<file path="config.mk">
export PLATFORM = sky130hd
export DESIGN_NAME = cdfu_ram
export DESIGN_NICKNAME = d
export VERILOG_FILES = /design/src/hdl/assert_macros.svh /design/src/hdl/cdfu_ram.sv
export SDC_FILE = /design/constraint.sdc
export NUM_CORES = 1
export LEC_CHECK = 0
export ABC_CLOCK_PERIOD_IN_PS = 1940
export BUFFER_PORTS_ARGS = -buffer_cell sky130_fd_sc_hd__buf_2
export CORE_MARGIN = 4
export CORE_UTILIZATION = 43
export CTS_CLUSTER_SIZE = 40
export DETAILED_ROUTE_END_ITERATION = 8
export GPL_TIMING_DRIVEN = 0
export HOLD_SLACK_MARGIN = 0.02
export PLACE_DENSITY = 0.7
export SETUP_SLACK_MARGIN = 0.15
export SLEW_MARGIN = 25
export SYNTH_ARGS = -nofsm -noshare
export SYNTH_HDL_FRONTEND = slang
export SYNTH_SLANG_ARGS = --single-unit
</file>
<file path="constraint.sdc">
create_clock -name clk -period 1.94 [get_ports clk]
set_input_delay 0 -clock clk [delete_from_list [all_inputs] [get_ports clk]]
set_output_delay 0 -clock clk [all_outputs]
set_load 0.05 [all_outputs]
</file>
<file path="src/hdl/assert_macros.svh">
`ifndef ASSERT_MACROS_SVH
`define ASSERT_MACROS_SVH

// check that a condition holds at every clock edge out of reset
`define CDF_ASSERT(lbl, cond, msg) \
  lbl: assert property (@(posedge clk) disable iff (!rst_n) (cond)) else $error(msg);

// check that a trigger implies a condition in the same cycle
`define CDF_ASSERT_IMP(lbl, trig, cond, msg) \
  lbl: assert property (@(posedge clk) disable iff (!rst_n) (trig) |-> (cond)) else $error(msg);

`endif

</file>
<file path="src/hdl/cdfu_ram.sv">
`timescale 1ns / 1ps
module cdfu_ram #(
  parameter int WIDTH = 8,
  parameter int DEPTH = 16
) (
  input  logic                     clk,
  input  logic                     we,
  input  logic [$clog2(DEPTH)-1:0] waddr,
  input  logic [WIDTH-1:0]         wdata,
  input  logic [$clog2(DEPTH)-1:0] raddr,
  output logic [WIDTH-1:0]         rdata
);
  logic [WIDTH-1:0] mem [DEPTH];

  always_ff @(posedge clk) begin
    if (we) begin
      mem[waddr] <= wdata;
    end
    rdata <= mem[raddr];
  end
endmodule

</file>
# Word-level counts from Yosys, hierarchy flattened
# Memories as Yosys holds them, arrays and structs flattened. A register that Yosys moved wholly into a read port is not among the register bits.
# Cells that the tools add are included.
[word_totals] reg_bits=0 latchBits=0 ram_bits=128 rom_bits=0 input_bits=18 output_inout_bits=8 elab_cells=3 n_memories=1
[memory_table] memory="mem" depth=16 word_bits=8 rd=1 rd_clocked_by_memory_dff=1 write_ports=1 line_no="cdfu_ram.sv:13" rtl="logic [WIDTH-1:0] mem [DEPTH];"
[op_classes] add_sub_neg=0 multipliers=0 n_div=0 n_lt_le_gt_ge=0 eq_ne=0 shifts=0 muxes=2 bitwise_logic=0 n_reduce_logical=0
[op_table] operator="1-bit 2-to-1 mux" count=2

# Logic depth before layout (Yosys ltp)
# Gate-level depths: netlist of run 1.
[depth] depth_word=2 ltp_mapped=5 ltp_nobuf=3

# Worst setup path after synthesis of run 1
# Ideal clock, no wire load.
[synth_path] kind="input-to-reg" start="input waddr[2]" end="memory mem[0][0] (enable)" setup_ns=0.383 arrival_time_ns=1.110 required_time_ns=1.557 slack_ns=0.447 path_stages=2 path_buffers=0 path_cell_list="or3b_2 > nor3_1"
[synth_lines] item="from (decl)" line_no="cdfu_ram.sv:8" rtl="input logic [$clog2(DEPTH)-1:0] waddr,"
[synth_lines] item="to (decl)" line_no="cdfu_ram.sv:13"
# Straight into the memory's write port.

==> results.yml, run 1 <==
outcome:
  status: "finished clean"
clocking:
  clk_pin_slew_ns: 0.06
  clock_tree.buffer_depth: 2
  root_buffer: "sky130_fd_sc_hd__clkbuf_16"
  numCtsBuffers: 17
  cts_tree: "done"
  cts_num_sinks: 136
  clk-insertion-delay-late_ns: 0.41
  post_cts.repair.setup_buffers: 0
  htree_levels: 4
pwr:
  power_per_cell_area_nw_per_um2: 1140
  ir_worst_vdd_v: 0.000541
  finalPower_mw: 7.06
  power_leakage_nw: 2.07
critical_path:
  cp_max_fo: 1
  worst_setup_path_end_kind: "flop"
  criticalPathCategory: "reg2reg"
  crit_required_ns: 2.22
  crit_path_start_kind: "flop"
  critPathArrivalTime_ns: 1.65
synth:
  yosys_warnings: 0
  synth_edf_count: 128
  synth.avg_cell_area_um2: 22.5
  synth.most_common_cell: "sky130_fd_sc_hd__edfxtp_1"
  async_sr_flop_fraction: 0
  postSynthRegisterBits: 136
  synth_cell_types: 19
  syn-cell-area_um2: 5150
  netlist_instances: 229
  synth.cells.most_frequent: "sky130_fd_sc_hd__edfxtp_1, sky130_fd_sc_hd__mux4_2, sky130_fd_sc_hd__a22oi_1"
  ys_top_cells_by_area: "sky130_fd_sc_hd__edfxtp_1, sky130_fd_sc_hd__mux4_2, sky130_fd_sc_hd__mux4_1"
  synth_top_area_frac: 0.747
  synth_ff_type: "sky130_fd_sc_hd__edfxtp_1"
  synthesis.nets: 247
  synth_sequential_area_ratio: 0.778
  synthDominantAreaCellType: "sky130_fd_sc_hd__edfxtp_1"
detailed_routing:
  routedWlPerCell_um: 23.0
  per_cell_via_count_in_the_routed_design: 5.53
  starting_drc_count_in_detailed_routing: 251
  drcViolationCount: 0
  wl_mm: 10.0
  num_vias: 2413
  first_pass_iters: 5
  postRouteAntennaNets: 0
sta:
  setup_slack_ns: 0.568
  fin_worst_skew_ns: 0.00763
  worst_hold_slack_across_all_endpoints_ns: 0.105
  setup-violations-final: 0
  rsz_0062_raised_after_global_routing: "false"
  finalCritPeriodShare: 0.707
  worst-slew-pin-transition_ns: 0.807
  final_hold_viol_count: 0
  maxSlewHeadroom: 0.460
  maxSlewViolCount: 0
  post-route-min-period_ns: 1.37
  maximum_achievable_frequency_ghz: 0.729
global_routing:
  grt_start_max_net_pins: 17
  global_route.usage.total: 0.154
  grt_antenna_before_repair: 0
  via_count_of_the_first_global_routing_pass: 2530
  grt_remaining_overflow: 0
  wire_length_of_the_first_global_routing_pass_mm: 15.4
final_layout:
  diodes_inserted: 0
  finish.cell_count_without_fillers: 436
  layout-drive-gt1-share: 0.300
  non_filler_cell_area_final_um2: 6170
  flow.area_growth_from_synthesis_pct: 19.9
  finish.net_count: 298
floorplan:
  fp.dieH_um: 117
  starting_density: 0.445
  floorplan.die.width_um: 117
  number_of_rows_created_at_floorplan: 39
  io-pin-count: 26
  core-area_um2: 11600
  die_area_um2: 13800
hold_path:
  holdCritPathClass: "in2reg"
placement:
  gp_congestion: 0.729
  worst_setup_slack_post_dpl_ns: 0.206
  place.port_buffers: 24
  placed_cells_incl_taps: 396
  place.detailed.hpwl_mm: 6.10
  placedInstanceArea_um2: 5470
flow_run:
  cap_violations: 0
-- cell type report --
| cell class | count | area, um2 |
|---|---|---|
| Fill cell | 853 | 5390 |
| Sequential cell | 136 | 4000 |
| Multi-Input combinational cell | 83 | 1080 |
| Clock buffer | 18 | 429 |
| Timing Repair Buffer | 32 | 200 |
| Clock inverter | 14 | 195 |
| Tap cell | 143 | 179 |
| Buffer | 10 | 86.3 |
-- layer usage --
metal | vias up | global-route usage | routed length (um)
met5 | - | 0 | 0
met4 | 0 | 0.0572 | 121
met3 | 9 | 0.0371 | 724
met2 | 95 | 0.246 | 5040
met1 | 1227 | 0.207 | 4130
li1 | 1082 | - | -
-- through the flow --
step	util	setup TNS (ns)
detailed placement	0.473	0
global placement	0.471	-0.429
floorplan	-	0
global route	0.534	0
CTS	0.534	0
finish	0.534	0
-- cells in the final DEF (no fill, tap or decap), types with 2 or more instances in the layout --
cell and instances:
sky130_fd_sc_hd__a22oi_1 16, sky130_fd_sc_hd__nand2b_1 2, sky130_fd_sc_hd__bufinv_16 4, sky130_fd_sc_hd__buf_2 27
sky130_fd_sc_hd__clkbuf_16 17, sky130_fd_sc_hd__clkinv_2 2, sky130_fd_sc_hd__dfxtp_1 8, sky130_fd_sc_hd__nor3_2 4
sky130_fd_sc_hd__nand3b_1 2, sky130_fd_sc_hd__buf_6 3, sky130_fd_sc_hd__clkdlybuf4s25_2 3, sky130_fd_sc_hd__edfxtp_1 128
sky130_fd_sc_hd__nor2_1 13, sky130_fd_sc_hd__mux4_2 18, sky130_fd_sc_hd__mux4_1 14, sky130_fd_sc_hd__dlygate4sd3_1 8
sky130_fd_sc_hd__nand2_1 9, sky130_fd_sc_hd__inv_6 4, sky130_fd_sc_hd__clkinvlp_4 4
-- kinds of logic (layout without fill, tap and decap cells) --
group	after synthesis	count (layout)	synth area share
and+or+nand+nor	35	35	0.0318
DFF	136	136	0.778
muxes	32	32	0.150
AOI/OAI and AO/OA	16	16	0.0233
buffers and inverters	10	74	0.0168
-- state kept, by name (all words and copies together) (netlist names) --
register / flops
mem: 128
rdata: 8
-- final timing paths --
kind | to | slack (ns) | start | cells past startpoint
min reg2reg | rdata[7]$_DFF_P_ | 0.69 | mem[11][7]$_DFFE_PP_ | 3
max | rdata[5]$_DFF_P_ | 0.57 | mem[11][5]$_DFFE_PP_ | 3
min | mem[12][7]$_DFFE_PP_ | 0.10 | waddr[0] | 2
max reg2reg | rdata[5]$_DFF_P_ | 0.57 | mem[11][5]$_DFFE_PP_ | 3
-- what timing repair did --
action | 4_1_cts | 5_1_grt
hold endpoints to repair | 128 | 0
hold buffers | 8 | 0
resized for setup | 0 | 0
-- worst max-delay path, stage by stage (launching register included) --
cell                       delay [ns]
sky130_fd_sc_hd__edfxtp_1        0.38
sky130_fd_sc_hd__mux4_1          0.48
sky130_fd_sc_hd__a22oi_1         0.28
sky130_fd_sc_hd__nand2_1         0.11
-- where the power goes --
group / total, mW / internal, mW / switching, mW
clock network: 3.36 / 2.16 / 1.20
logic: 0.392 / 0.142 / 0.251
registers: 3.30 / 3.29 / 0.0155
Power figures use the tool's default switching activity.
==> run 2, diff against run 1 <==
--- a/config.mk
+++ b/config.mk
@@ -5,7 +5,8 @@
 export SDC_FILE = /design/constraint.sdc
 export NUM_CORES = 1
 export LEC_CHECK = 0
-export ABC_CLOCK_PERIOD_IN_PS = 1940
+export ABC_AREA = 1
+export ABC_CLOCK_PERIOD_IN_PS = 1250
 export BUFFER_PORTS_ARGS = -buffer_cell sky130_fd_sc_hd__buf_2
 export CORE_MARGIN = 4
 export CORE_UTILIZATION = 43
@@ -13,7 +14,7 @@
 export DETAILED_ROUTE_END_ITERATION = 8
 export GPL_TIMING_DRIVEN = 0
 export HOLD_SLACK_MARGIN = 0.02
-export PLACE_DENSITY = 0.7
+export PLACE_DENSITY = 0.72
 export SETUP_SLACK_MARGIN = 0.15
 export SLEW_MARGIN = 25
 export SYNTH_ARGS = -nofsm -noshare
==> constraint.sdc (replaced) <==
create_clock -name clk -period 1.25 [get_ports clk]
set_input_delay 0 -clock clk [delete_from_list [all_inputs] [get_ports clk]]
set_output_delay 0 -clock clk [all_outputs]
set_load 0.05 [all_outputs]
==> results.yml, run 2 <==
sta:
  maximum_achievable_frequency_ghz: 0.957
  final_hold_viol_count: 0
  rsz_0062_raised_after_global_routing: "true"
  post-route-min-period_ns: 1.05
  finalCritPeriodShare: 0.836
  setup-violations-final: 0
  fin_worst_skew_ns: 0.00591
  maxSlewHeadroom: 0.428
  finalSetupTns_ns: 0
  worst-slew-pin-transition_ns: 0.854
  maxSlewViolCount: 0
floorplan:
  io-pin-count: 26
  starting_density: 0.437
  number_of_rows_created_at_floorplan: 42
  fp.dieH_um: 124
  die_area_um2: 15300
  floorplan.die.width_um: 124
  core-area_um2: 13200
critical_path:
  worst_setup_path_end_kind: "flop"
  cp_max_fo: 1
  criticalPathCategory: "reg2reg"
  crit_path_start_kind: "flop"
  crit_required_ns: 1.55
  critPathArrivalTime_ns: 1.34
clocking:
  post_cts.repair.setup_buffers: 0
  root_buffer: "sky130_fd_sc_hd__clkbuf_16"
  numCtsBuffers: 17
  clock_tree.buffer_depth: 2
  clk_pin_slew_ns: 0.06
  clk-insertion-delay-late_ns: 0.42
  cts_num_sinks: 136
  htree_levels: 4
  cts_tree: "done"
synth:
  yosys_warnings: 0
  synth.most_common_cell: "sky130_fd_sc_hd__nand2_1"
  synth_edf_count: 128
  synth_sequential_area_ratio: 0.694
  synth_top_area_frac: 0.667
  synth.avg_cell_area_um2: 10.5
  synth_cell_types: 12
  synthesis.nets: 569
  netlist_instances: 551
  synthDominantAreaCellType: "sky130_fd_sc_hd__edfxtp_1"
  ys_top_cells_by_area: "sky130_fd_sc_hd__edfxtp_1, sky130_fd_sc_hd__nand2_1, sky130_fd_sc_hd__nand3_1"
  synth.cells.most_frequent: "sky130_fd_sc_hd__nand2_1, sky130_fd_sc_hd__edfxtp_1, sky130_fd_sc_hd__inv_1"
  postSynthRegisterBits: 136
  async_sr_flop_fraction: 0
  synth_ff_type: "sky130_fd_sc_hd__edfxtp_1"
  syn-cell-area_um2: 5770
final_layout:
  sequential_cell_area_um2: 4000
  largest_register: "mem"
  finish.net_count: 619
  mostFrequentLayoutCell: "sky130_fd_sc_hd__nand2_1"
  top_library_cells_by_usage_in_the_layout_fill_and_taps_aside: "sky130_fd_sc_hd__nand2_1, sky130_fd_sc_hd__edfxtp_1, sky130_fd_sc_hd__inv_1"
  multiInputGateArea_um2: 1220
  diodes_inserted: 0
  flow.area_growth_from_synthesis_pct: 17.6
  biggestRegsByFlops: "mem (128), rdata (8)"
  fillers: 1097
  layout-drive-gt1-share: 0.129
  largest_register_ffs: 128
  finish.cell_count_without_fillers: 790
detailed_routing:
  wl_mm: 13.4
  starting_drc_count_in_detailed_routing: 497
  routedWlPerCell_um: 16.9
  num_vias: 3961
  postRouteAntennaNets: 0
  first_pass_iters: 6
  per_cell_via_count_in_the_routed_design: 5.01
  drcViolationCount: 0
pwr:
  power_per_cell_area_nw_per_um2: 1600
  finalPower_mw: 10.9
  ir_worst_vdd_v: 0.000962
  power_leakage_nw: 2.93
hold_path:
  holdCritPathClass: "in2reg"
outcome:
  status: "finished clean"
global_routing:
  grt_remaining_overflow: 0
  via_count_of_the_first_global_routing_pass: 3632
  global_route.usage.total: 0.185
  wire_length_of_the_first_global_routing_pass_mm: 20.4
  grt_start_max_net_pins: 17
  grt_antenna_before_repair: 0
placement:
  place.detailed.hpwl_mm: 8.87
  placed_cells_incl_taps: 749
  gp_congestion: 0.944
  place.port_buffers: 22
flow_run:
  cap_violations: 0
-- run 2: changes by cell type after synthesis, sizes merged, moves of 4 or more --
cell	before	now
mux4	32	0
inv	0	102
nand2	9	173
nor3	4	0
nor2	13	17
nand3	1	97
buf	7	24
a22oi	16	0
-- run 2: final timing paths --
check                             from                   end  slack (ns)  depth (start not counted)
setup / recovery   mem[3][2]$_DFFE_PP_      rdata[2]$_DFF_P_        0.20                          6
hold / removal                wdata[0]  mem[11][0]$_DFFE_PP_        0.03                          1
setup reg to reg   mem[3][2]$_DFFE_PP_      rdata[2]$_DFF_P_        0.20                          6
hold reg to reg   mem[13][5]$_DFFE_PP_      rdata[5]$_DFF_P_        0.70                          6
-- run 2: metal layers --
metal / vias up / GRT usage / routed length [um]
met3: 35 / 0.0372 / 1260
met5: - / 0 / 0
met2: 231 / 0.289 / 6180
met4: 0 / 0.0817 / 540
li1: 1872 / - / -
met1: 1823 / 0.251 / 5390
-- run 2: timing repair --
item | in CTS | in global routing
hold buffers | 9 | 0
setup endpoints to repair | 0 | 17
resized for setup | 0 | 1
endpoints found under the hold margin | 101 | 0
-- run 2: layout make-up --
type	instances	area share
tap	176	0.0325
buffer	24	0.0245
timing repair buffer	31	0.0295
sequential	136	0.590
clock inverter	15	0.0243
multi-input combinational	289	0.180
clock buffer	17	0.0627
inverter	102	0.0564
-- run 2: through the flow --
stage,cell area (um2),utilization,hold WS [ns],setup slack (ns)
after detailed placement,6100,0.462,0.423,-0.232
after CTS,6780,0.514,0.0278,0.185
after global routing,6780,0.514,0.0319,0.107
after global placement,6100,0.462,0.417,-0.214
final,6780,0.514,0.0338,0.205
after floorplan,5770,-,0.0989,0.299
-- run 2: logic make-up (layout without fill, tap and decap cells) --
| kind of cell | after synthesis | count (layout) | synth area share |
|---|---|---|---|
| flip-flops | 136 | 136 | 0.694 |
| buffers and inverters | 126 | 189 | 0.0952 |
| AND/OR/NAND/NOR | 289 | 289 | 0.210 |
-- run 2: report_power, final --
group / switching (mW) / internal [mW] / total (mW)
clock: 2.00 / 2.97 / 4.96
sequential: 0.0243 / 5.10 / 5.12
combinational: 0.564 / 0.216 / 0.780
total: 2.58 / 8.28 / 10.9
-- run 2: critical path, cell delays in order (launching register included) --
cell                       delay (ns)
sky130_fd_sc_hd__edfxtp_1        0.38
sky130_fd_sc_hd__inv_1           0.07
sky130_fd_sc_hd__nand2_1         0.05
sky130_fd_sc_hd__nand3_1         0.09
sky130_fd_sc_hd__nand3_1         0.08
sky130_fd_sc_hd__nand3_1         0.16
sky130_fd_sc_hd__nand2_1         0.11
